**src/rtl/dmxs_pkg.sv**
```systemverilog
// Shared constants and types of the DMX512 frame sender.
package dmxs_pkg;

	localparam int LAST_CHANNEL_DEF = 512;
	localparam int BYTE_W = 8;
	localparam int KIND_W = 2;

	typedef enum logic [KIND_W-1:0] {
		CMD_WRITE,
		CMD_READ,
		CMD_BREAK,
		CMD_START
	} cmd_kind_t;

endpackage

```
**src/rtl/dmxs_cmd_fifo.sv**
```systemverilog
// Two-entry command queue between the front and the back of the frame sender.
module dmxs_cmd_fifo #(
	parameter int W = dmxs_pkg::KIND_W + 10 + dmxs_pkg::BYTE_W
) (
	input  logic         clk,
	input  logic         arst_n,
	input  logic         push,
	input  logic [W-1:0] wdata,
	output logic         full,
	input  logic         pop,
	output logic [W-1:0] rdata,
	output logic         empty
);

	logic [W-1:0] mem_q [2];
	logic         wr_ptr_q;
	logic         rd_ptr_q;
	logic [1:0]   count_q;

	assign full  = (count_q == 2'd2);
	assign empty = (count_q == 2'd0);
	assign rdata = mem_q[rd_ptr_q];

	always_ff @(posedge clk) begin
		if (push) begin
			mem_q[wr_ptr_q] <= wdata;
		end
	end

	always_ff @(posedge clk or negedge arst_n) begin
		if (!arst_n) begin
			wr_ptr_q <= 1'b0;
			rd_ptr_q <= 1'b0;
			count_q  <= 2'd0;
		end else begin
			if (push) begin
				wr_ptr_q <= ~wr_ptr_q;
			end
			if (pop) begin
				rd_ptr_q <= ~rd_ptr_q;
			end
			if (push && !pop) begin
				count_q <= count_q + 2'd1;
			end else if (pop && !push) begin
				count_q <= count_q - 2'd1;
			end
		end
	end

	a_no_push_full: assert property (@(posedge clk) disable iff (!arst_n) push |-> !full)
		else $error("command pushed into a full queue");
	a_no_pop_empty: assert property (@(posedge clk) disable iff (!arst_n) pop |-> !empty)
		else $error("command popped from an empty queue");

endmodule

```
**config.mk**
```make
export PLATFORM = sky130hd
export DESIGN_NAME = dmxs_cmd_fifo
export DESIGN_NICKNAME = d
export VERILOG_FILES = /design/src/rtl/dmxs_pkg.sv /design/src/rtl/dmxs_cmd_fifo.sv
export SDC_FILE = /design/constraint.sdc
export NUM_CORES = 1
export LEC_CHECK = 0
export ABC_CLOCK_PERIOD_IN_PS = 3900
export BUFFER_PORTS_ARGS = -buffer_cell sky130_fd_sc_hd__buf_2
export CAP_MARGIN = 20
export CORE_MARGIN = 2
export CORE_UTILIZATION = 35
export CTS_CLUSTER_SIZE = 14
export DETAILED_ROUTE_END_ITERATION = 10
export PLACE_DENSITY_LB_ADDON = 0.08
export SLEW_MARGIN = 15
export SYNTH_ARGS = -nofsm -noshare
export SYNTH_HDL_FRONTEND = slang
export SYNTH_SLANG_ARGS = --single-unit
```
**constraint.sdc**
```tcl
create_clock -name clk -period 3.9 [get_ports clk]
set_clock_uncertainty 0.05 [all_clocks]
set_input_delay 0.78 -clock clk [delete_from_list [all_inputs] [get_ports clk]]
set_output_delay 0.78 -clock clk [all_outputs]
set_load 0.03 [all_outputs]
```
==> out/metrics.cfg <==
[status]
status = complete, no violations

[synthesis]
yosysMostFrequentCell = edfxtp_1
synth_compound_gate_area_share = 0
yosysTopAreaCell = edfxtp_1
synthesis.area_sq_um = 1710
synthSimpleGateAreaFrac = 0.0161
synth.area.top_cells = edfxtp_1, mux2_4, dfrtp_1
ys_ff_latch = 44
synthMuxAreaShare = 0.174
synth-xor-area-share = 0.0256
yosys.area.top_type_share = 0.703
synth-async-reset-ratio = 0.0909
synth_fa_ha_area_frac = 0.00733
synth-edff-count = 40
yosys-top-cells-count = edfxtp_1, mux2_4, dfrtp_1, xor2_1
synthFlopType = edfxtp_1
postSynthCellCount = 78
synth_cell_type_count = 13
synth_top_family_by_area = multiplexers
yosysWarnings = 0
syn_area_per_cell_sq_um = 21.9
ys_seq_area_frac = 0.762
syn_nets = 103

[worst_setup_path]
crit_start = rd_ptr_q
crit_slowest_cell = dfrtp_2
cpPeakStageDelay_ps = 810
r2r-end = mem_q[1][17]
crit_path_cell_trace = mux2_2 -> buf_2
reg2reg_slack_ps = 2280
cp.arrival_ps = 1680
rr_startpoint = wr_ptr_q
worst_setup_path_start_kind = flip-flop
cp.required_ps = 3070
worstPathBufferInverterCount = 1
worstSetupEndpointType = primary output
crit_fanout = 21
crit_cells = 2
worstSetupPathType = flip-flop to primary output
crit_family = flip-flops
rr_worst_depth = 1
crit_path_end = rdata[12]

[floorplan]
die_x_um = 73.9
core_sq_um = 4720
ios = 46
die_h_um = 73.9
start_util = 0.362
fp-row-count = 25
die_area_sq_um = 5450

[route]
drtPass1Iterations = 3
drt_iter0_markers = 69
route.vias.total = 834
via_per_inst = 4.23
wirelength_um = 2590
ant_nets = 0
drc = 0
wl_per_cell_um = 13.2

[run]
maxCapViolCount = 0

[placed_design]
dp_cells = 188
placed_area_sq_um = 2000
globalplace.congestion = 0.573
post-place-ws_ps = 1610
portBuffers = 45

[global_route]
first_global_vias = 902
grt_usage = 0.106
grt_max_degree = 22
grt_pass1_wl_um = 4110
grt-ovfl-total = 0
antenna_found_initial = 0

[final_layout]
diodes = 0
final_cells = 197
drive_gt1_frac = 0.577
final_area_sq_um = 2090
areaGrowthSynthToFinish_pct = 22.5
fin_util = 0.443
nets = 154

[clock_tree]
holdBufCountCts = 0
post_cts.repair.setup_buffers = 0
htree_levels = 2
clockBufferDepth = 2
tritoncts = done
clock_sinks = 44
path_clk_slew_ps = 70
cts_buffers = 5
clk_latency_ps = 280
cts_root_buffer = clkbuf_8
cts_resized = 0

[pwr]
totalPowerFinal_mw = 1.56
p_per_area_nw_per_um2 = 744
p_leak_nw = 0.860
ir_drop_v = 0.000362

[sta]
fin_crit_sh = 0.645
rsz0062_at_grt = false
setup_ws_ps = 1390
clock.fmax_ghz = 0.398
tns_ps = 0
max_slew_margin = 0.344
period_minus_slack_ps = 2510
tightest_slew_ps = 984
holdWs_ps = 238
finalSetupViolCount = 0
slew_violations = 0
hold_viol = 0

[hold_path]
hold_path_class = input pin to asynchronous set/reset pin

## flip-flops by register name, indices dropped and copies added (netlist names)
signal	cells
count_q	2
mem_q	40
rd_ptr_q	1
wr_ptr_q	1
## power breakdown
part | internal (mW) | switching (mW) | total, mW | leakage, nW
registers | 0.632 | 0.0933 | 0.726 | 0.421
logic | 0.248 | 0.320 | 0.568 | 0.394
clock network | 0.121 | 0.141 | 0.262 | 0.0453
## layout by cell type, fill, tap and decap left out
master    instances
and2_1            1
and2b_1           1
buf_2            45
buf_6             1
clkbuf_8          5
clkinv_1          1
clkinv_2          2
dfrtp_1           3
dfrtp_2           1
edfxtp_1         40
ha_1              1
inv_1             1
mux2_2            1
mux2_4           19
nor2_1            2
nor2b_2           1
xnor2_1           1
xor2_1            4
## worst min-delay path by stage
stage | endpoint | slack [ps]
detailed placement | count_q[1] | 430
global route | count_q[0] | 230
global placement | count_q[1] | 420
floorplan | wr_ptr_q | 410
finish | count_q[1] | 240
CTS | count_q[0] | 230
## cell families (layout without fill, tap and decap cells)
| logic type | Yosys count | after routing |
|---|---|---|
| buffers and inverters | 3 | 55 |
| adder cells (fa/ha/maj) | 1 | 1 |
| multiplexers | 20 | 20 |
| flip-flops | 44 | 44 |
| XOR/XNOR | 5 | 5 |
| AND/OR/NAND/NOR | 5 | 5 |
## layout make-up
cell class                 count  area, sq um
fill                         434         2630
inverter                       1         3.75
clock inverter                 3         13.8
clock buffer                   5         68.8
sequential                    44         1300
timing repair buffer          46          236
multi-input combinational     31          383
tap                           67         83.8
## layer usage
layer  track usage  part of all wire
met1         0.118              0.42
met5             0                 0
met3        0.0425             0.062
met2         0.176              0.50
met4        0.0485             0.016
Power figures use the tool's default switching activity.
