**config.mk**
```make
export PLATFORM = sky130hd
export DESIGN_NAME = dmxs_front
export DESIGN_NICKNAME = d
export VERILOG_FILES = /design/src/rtl/dmxs_pkg.sv /design/src/rtl/dmxs_front.sv
export SDC_FILE = /design/constraint.sdc
export NUM_CORES = 1
export LEC_CHECK = 0
export BUFFER_PORTS_ARGS = -buffer_cell sky130_fd_sc_hd__buf_2
export CAP_MARGIN = 20
export CORE_ASPECT_RATIO = 1.4
export CORE_MARGIN = 2
export CORE_UTILIZATION = 57
export DETAILED_ROUTE_END_ITERATION = 7
export MAX_ROUTING_LAYER = met4
export PLACE_DENSITY_LB_ADDON = 0.05
export SLEW_MARGIN = 0
export SYNTH_ARGS = -nofsm -noshare
export SYNTH_HDL_FRONTEND = slang
export SYNTH_SLANG_ARGS = --single-unit
export TNS_END_PERCENT = 30
```
**constraint.sdc**
```tcl
create_clock -name clk -period 6.8 [get_ports clk]
set_input_delay 1.36 -clock clk [delete_from_list [all_inputs] [get_ports clk]]
set_output_delay 1.36 -clock clk [all_outputs]
set_load 0.02 [all_outputs]
```
**src/rtl/dmxs_pkg.sv**
```systemverilog
// Shared constants and types of the DMX512 frame sender.
package dmxs_pkg;

	localparam int LAST_CHANNEL_DEF = 512;
	localparam int BYTE_W = 8;
	localparam int KIND_W = 2;

	typedef enum logic [KIND_W-1:0] {
		CMD_WRITE,
		CMD_READ,
		CMD_BREAK,
		CMD_START
	} cmd_kind_t;

endpackage

```
**src/rtl/dmxs_front.sv**
```systemverilog
// Front end: accepts requests, tracks the SPI and transmit positions, issues commands.
module dmxs_front #(
	parameter int LAST_CHANNEL = dmxs_pkg::LAST_CHANNEL_DEF,
	localparam int AW = $clog2(LAST_CHANNEL + 1),
	localparam int CMD_W = dmxs_pkg::KIND_W + AW + dmxs_pkg::BYTE_W
) (
	input  logic                        clk,
	input  logic                        arst_n,
	input  logic                        in_valid,
	output logic                        in_ready,
	input  logic                        in_mode,
	input  logic [dmxs_pkg::BYTE_W-1:0] in_byte,
	input  logic                        in_sync,
	input  logic                        cfg_we,
	input  logic                        cfg_wdata,
	input  logic                        clr_busy,
	input  logic                        fifo_full,
	output logic                        clr_start,
	output logic                        push,
	output logic [CMD_W-1:0]            cmd
);

	localparam logic [AW-1:0] LastA = AW'(LAST_CHANNEL);

	logic [AW-1:0]       spi_pos_q, spi_pos_nxt;
	logic [AW-1:0]       tx_pos_q, tx_pos_nxt;
	logic                brk_q, brk_nxt;
	logic                en_q, en_nxt;
	logic                accept;
	dmxs_pkg::cmd_kind_t kind;
	logic [AW-1:0]       addr;

	// An enable edge starts the buffer clearing pass, so no request may slip in with it.
	assign clr_start = cfg_we && cfg_wdata && !en_q;
	assign in_ready  = !fifo_full && !clr_busy && !clr_start;
	assign accept    = in_valid && in_ready;
	assign cmd       = {kind, addr, in_byte};

	always_comb begin
		spi_pos_nxt = spi_pos_q;
		tx_pos_nxt  = tx_pos_q;
		brk_nxt     = brk_q;
		en_nxt      = en_q;
		push        = 1'b0;
		kind        = dmxs_pkg::CMD_WRITE;
		addr        = spi_pos_q;
		if (accept && !in_mode) begin
			if (in_sync && (in_byte == '0)) begin
				spi_pos_nxt = AW'(1);
			end else begin
				push        = 1'b1;
				spi_pos_nxt = (spi_pos_q == LastA) ? '0 : spi_pos_q + AW'(1);
			end
		end else if (accept && en_q) begin
			push = 1'b1;
			if (brk_q) begin
				kind       = dmxs_pkg::CMD_BREAK;
				brk_nxt    = 1'b0;
				tx_pos_nxt = '0;
			end else if (tx_pos_q == '0) begin
				kind       = dmxs_pkg::CMD_START;
				tx_pos_nxt = AW'(1);
			end else begin
				kind = dmxs_pkg::CMD_READ;
				addr = tx_pos_q;
				if (tx_pos_q == LastA) begin
					brk_nxt = 1'b1;
				end else begin
					tx_pos_nxt = tx_pos_q + AW'(1);
				end
			end
		end
		if (cfg_we) begin
			en_nxt = cfg_wdata;
			if (!cfg_wdata || !en_q) begin
				brk_nxt = 1'b1;
			end
		end
	end

	always_ff @(posedge clk or negedge arst_n) begin
		if (!arst_n) begin
			spi_pos_q <= '0;
			tx_pos_q  <= '0;
			brk_q     <= 1'b1;
			en_q      <= 1'b0;
		end else begin
			spi_pos_q <= spi_pos_nxt;
			tx_pos_q  <= tx_pos_nxt;
			brk_q     <= brk_nxt;
			en_q      <= en_nxt;
		end
	end

endmodule

```
==> metrics.txt <==
# TYPE chip_impl_metric gauge
chip_impl_info{name="status",value="finished clean"} 1
chip_impl_metric{name="placement.setup.worst_slack",unit="ns"} 2.40
chip_impl_metric{name="timing.critical_path.fanout_max",unit=""} 9
chip_impl_info{name="crit_end",value="cmd[11]"} 1
chip_impl_metric{name="chipWidth",unit="microns"} 49.4
chip_impl_metric{name="muxShareOfSynthArea",unit="%"} 7.39
chip_impl_metric{name="gp_routability_congestion",unit=""} 0.975
chip_impl_info{name="worst-setup-path-type",value="input port to output port"} 1
chip_impl_info{name="hp-class",value="register to register"} 1
chip_impl_metric{name="fmax",unit="GHz"} 0.226
chip_impl_metric{name="grt_max_degree",unit=""} 23
chip_impl_metric{name="synthesis.instances",unit=""} 181
chip_impl_metric{name="worst-slew-pin-transition",unit="ns"} 0.579
chip_impl_metric{name="floorplan.die_area",unit="sq um"} 3330
chip_impl_metric{name="regToRegSetupSlack",unit="ns"} 4.82
chip_impl_metric{name="route.met3.wl",unit="microns"} 116
chip_impl_metric{name="power.sequential.fraction",unit="%"} 42.7
chip_impl_metric{name="path_clk_slew",unit="ns"} 0.08
chip_impl_metric{name="final_nets",unit=""} 231
chip_impl_metric{name="io-pin-count",unit=""} 40
chip_impl_metric{name="grt_pass1_wl",unit="microns"} 7130
chip_impl_info{name="cts_root_buf",value="sky130_fd_sc_hd__clkbuf_8"} 1
chip_impl_metric{name="average_cell_area_after_synthesis",unit="sq um"} 9.07
chip_impl_metric{name="dr_total_vias",unit=""} 1540
chip_impl_metric{name="timing.critical_path.slowest_cell_delay",unit="ns"} 0.42
chip_impl_metric{name="syn_nets",unit=""} 202
chip_impl_info{name="regToRegStartpoint",value="tx_pos_q[0]"} 1
chip_impl_metric{name="synthXorXnorAreaFrac",unit="%"} 0
chip_impl_metric{name="share_clk_of_total_power",unit="%"} 22.1
chip_impl_metric{name="synth_register_bits",unit=""} 22
chip_impl_metric{name="wirelength",unit="microns"} 4160
chip_impl_info{name="rsz0062_at_grt",value="no"} 1
chip_impl_metric{name="cts.path.max_buffers",unit=""} 2
chip_impl_metric{name="grt_pass1_vias",unit=""} 1523
chip_impl_metric{name="cp.depth",unit=""} 6
chip_impl_metric{name="num_antenna_cells",unit=""} 0
chip_impl_metric{name="share_of_post_route_cells_with_drive_strength_above_1",unit="%"} 30.1
chip_impl_info{name="cp-startpoint",value="fifo_full"} 1
chip_impl_metric{name="route.antenna.remaining_nets",unit=""} 0
chip_impl_metric{name="met2WireLength",unit="microns"} 2350
chip_impl_metric{name="core-area",unit="sq um"} 2790
chip_impl_info{name="nature_of_the_critical_path_startpoint",value="input port"} 1
chip_impl_metric{name="gate_power_share",unit="%"} 35.2
chip_impl_metric{name="detail_route.iter0.violations",unit=""} 56
chip_impl_metric{name="clock_insertion_delay_worst_skew",unit="ns"} 0.26
chip_impl_metric{name="drt_pre_antenna_iters",unit=""} 4
chip_impl_metric{name="yosysTopAreaCellShare",unit="%"} 32.0
chip_impl_metric{name="post_drt_wl_per_cell",unit="microns"} 16.9
chip_impl_info{name="timing.critical_path.slowest_stage_cell",value="sky130_fd_sc_hd__a21boi_4"} 1
chip_impl_metric{name="share_of_flip_flops_with_an_asynchronous_set_or_reset_after_synthesis",unit="%"} 100
chip_impl_metric{name="path_depth_of_the_worst_reg2reg_path",unit=""} 6
chip_impl_metric{name="cts-buffers-inserted",unit=""} 3
chip_impl_metric{name="dp.final_hpwl",unit="microns"} 3150
chip_impl_metric{name="finalHoldViolations",unit=""} 0
chip_impl_metric{name="critPathBufInv",unit=""} 2
chip_impl_metric{name="cts.hold.buffers_added",unit=""} 0
chip_impl_metric{name="cp.arrival",unit="ns"} 3.06
chip_impl_metric{name="cp.required",unit="ns"} 5.44
chip_impl_metric{name="register_area",unit="sq um"} 552
chip_impl_metric{name="ir_drop",unit="V"} 0.000206
chip_impl_metric{name="worst_slew_margin_rel",unit="%"} 61.2
chip_impl_metric{name="post-cts-setup-buffers",unit=""} 0
chip_impl_info{name="synthTopCellsByCount",value="21 x sky130_fd_sc_hd__dfrtp_1, 21 x sky130_fd_sc_hd__nand2_1, 12 x sky130_fd_sc_hd__inv_1, 12 x sky130_fd_sc_hd__nand3_1, 9 x sky130_fd_sc_hd__buf_4"} 1
chip_impl_metric{name="area_share_of_and_or_nand_nor_cells_after_synthesis",unit="%"} 29.9
chip_impl_metric{name="placed_cell_area",unit="sq um"} 1780
chip_impl_metric{name="global_route.overflow_total",unit=""} 0
chip_impl_info{name="dr.max_layer_used",value="met4"} 1
chip_impl_metric{name="yosysUniqueCellTypes",unit=""} 49
chip_impl_info{name="synth_top_flop_cell",value="sky130_fd_sc_hd__dfrtp_1"} 1
chip_impl_metric{name="area_delta_synth_final",unit="%"} 12.0
chip_impl_metric{name="synth_seq_area_share",unit="%"} 33.6
chip_impl_metric{name="clock-sinks",unit=""} 22
chip_impl_metric{name="internal_power",unit="uW"} 266
chip_impl_metric{name="timing.final.crit_share",unit="%"} 65.0
chip_impl_metric{name="grt_util_all_layers",unit="%"} 28.2
chip_impl_metric{name="wl_met1",unit="microns"} 1660
chip_impl_metric{name="synth_compound_area_share",unit="%"} 17.2
chip_impl_info{name="timing.critical_path.mode_cell",value="sky130_fd_sc_hd__buf_2"} 1
chip_impl_metric{name="power.net_switching",unit="uW"} 165
chip_impl_info{name="dominant_combinational_cell_family_by_area_after_synthesis",value="simple AND/OR/NAND/NOR gates"} 1
chip_impl_metric{name="core.rowCount",unit=""} 23
chip_impl_metric{name="htree_num_levels",unit=""} 1
chip_impl_info{name="synth.area.top_cells",value="sky130_fd_sc_hd__dfrtp_1 32%, sky130_fd_sc_hd__mux2_4 5.5%, sky130_fd_sc_hd__nand2_1 4.8%"} 1
chip_impl_info{name="crit_chain",value="buf_2 -> and4bb_2 -> and3b_1 -> a21boi_4 -> mux2_4 -> buf_2"} 1
chip_impl_metric{name="placement.io_buffers",unit=""} 39
chip_impl_metric{name="antenna_found_initial",unit=""} 0
chip_impl_metric{name="multiInputGateArea",unit="sq um"} 945
chip_impl_metric{name="die_y",unit="microns"} 67.5
chip_impl_metric{name="finalSetupViolCount",unit=""} 0
chip_impl_info{name="synthDominantAreaCellType",value="sky130_fd_sc_hd__dfrtp_1"} 1
chip_impl_metric{name="maxCapViolations",unit=""} 0
chip_impl_info{name="tritoncts",value="done"} 1
chip_impl_metric{name="detail_route.drc_violations",unit=""} 0
chip_impl_metric{name="post-route-cell-area",unit="sq um"} 1840
chip_impl_metric{name="total_leakage_power",unit="nW"} 0.811
chip_impl_metric{name="p_sw_share",unit="%"} 38.2
chip_impl_metric{name="fillerInstances",unit=""} 253
chip_impl_metric{name="synth.cell_area",unit="sq um"} 1640
chip_impl_metric{name="synth_enable_flop_cells",unit=""} 0
chip_impl_metric{name="finalWorstSetupSlack",unit="ns"} 2.38
chip_impl_metric{name="power_per_cell_area",unit="nW/um^2"} 235
chip_impl_metric{name="yosys_warnings",unit=""} 0
chip_impl_metric{name="starting_density",unit="%"} 58.8
chip_impl_metric{name="slew_violations",unit=""} 0
chip_impl_metric{name="average_vias_per_placed_instance",unit=""} 6.26
chip_impl_metric{name="clock_skew",unit="ns"} 0.00341
chip_impl_info{name="crit-reg2reg-capture",value="tx_pos_q[8]"} 1
chip_impl_info{name="crit_family",value="simple AND/OR/NAND/NOR gates"} 1
chip_impl_info{name="setup.worst_path.end_class",value="output port"} 1
chip_impl_metric{name="fin_hold_ws",unit="ns"} 0.558
chip_impl_metric{name="cts_resized",unit=""} 0
chip_impl_metric{name="finalSetupTns",unit="ns"} 0
chip_impl_metric{name="layout_min_cycle_time",unit="ns"} 4.42
chip_impl_metric{name="post_synth_fa_ha_maj_area_fraction",unit="%"} 3.05
sequential cells by signal, indices dropped and copies added (netlist names):
register and count:
brk_q 1, spi_pos_q 10, en_q 1, tx_pos_q 10
metal layers:
layer  vias to the layer above  global-route usage (%)
li1                        741                       -
met1                       766                    30.5
met2                        29                    54.4
met3                         4                    2.65
met4                         0                    7.86
met5                         -                       -
power groups by stage:
stage                     logic [mW]  clock network [mW]  registers [mW]
after global placement         0.147                   0           0.185
after floorplan                0.118                   0           0.172
after global routing           0.169               0.100           0.187
after CTS                      0.152              0.0959           0.184
final                          0.152              0.0952           0.184
after detailed placement       0.151                   0           0.186
worst min-delay path by stage:
stage | startpoint | to | slack (ns) | cells past startpoint
floorplan | tx_pos_q[1] | tx_pos_q[1] | 0.49 | 2
global placement | en_q | en_q | 0.53 | 1
detailed placement | tx_pos_q[1] | tx_pos_q[1] | 0.55 | 2
CTS | tx_pos_q[1] | tx_pos_q[1] | 0.57 | 2
global route | tx_pos_q[0] | tx_pos_q[0] | 0.60 | 1
finish | tx_pos_q[1] | tx_pos_q[1] | 0.56 | 2
worst reg2reg max path, delay by kind of cell (launching register included):
kind                     cells  cell delay, ns
flip-flops                   1            0.43
adder cells (fa/ha/maj)      1            0.18
buffers and inverters        1            0.13
AO/OA/AOI/OAI                1            0.07
AND/OR/NAND/NOR              3            1.04
cell families (layout without fill, tap and decap cells):
family                   count (synthesis)  after routing
multiplexers                             9              9
flip-flops                              22             22
adder cells (fa/ha/maj)                  4              4
AO/OA/AOI/OAI                           41             41
AND/OR/NAND/NOR                         78             78
buffers and inverters                   27             55
layout by cell type (no fill, tap or decap), types with 3 or more instances in the layout:
cell and count:
sky130_fd_sc_hd__and3_1 3, sky130_fd_sc_hd__buf_2 39, sky130_fd_sc_hd__o22ai_1 3, sky130_fd_sc_hd__o21ai_0 8, sky130_fd_sc_hd__a31oi_1 5, sky130_fd_sc_hd__nand4_1 8, sky130_fd_sc_hd__o31ai_1 4, sky130_fd_sc_hd__o311ai_0 5
sky130_fd_sc_hd__inv_1 12, sky130_fd_sc_hd__or3_1 3, sky130_fd_sc_hd__ha_1 4, sky130_fd_sc_hd__nand2_1 21, sky130_fd_sc_hd__mux2_4 6, sky130_fd_sc_hd__nor3_1 3, sky130_fd_sc_hd__clkbuf_8 4, sky130_fd_sc_hd__a21oi_1 8
sky130_fd_sc_hd__dfrtp_1 21, sky130_fd_sc_hd__nand3_1 12, sky130_fd_sc_hd__nor4_1 4, sky130_fd_sc_hd__nor2_1 3
metrics by stage:
step                util (%)  std cells  power, mW
CTS                     65.8        246      0.432
global route            65.8        246      0.456
global placement        63.9        242      0.331
floorplan                  -        181      0.290
detailed placement      63.9        242      0.337
finish                  65.8        246      0.431
final cells by class:
type,count,area share (%)
flip-flops and latches,22,30.0
well taps,37,2.52
clock buffers,4,3.00
multi-input cells,132,51.4
repair buffers,39,10.6
inverters,12,2.45
No activity file was read; power rests on OpenSTA's default activity.
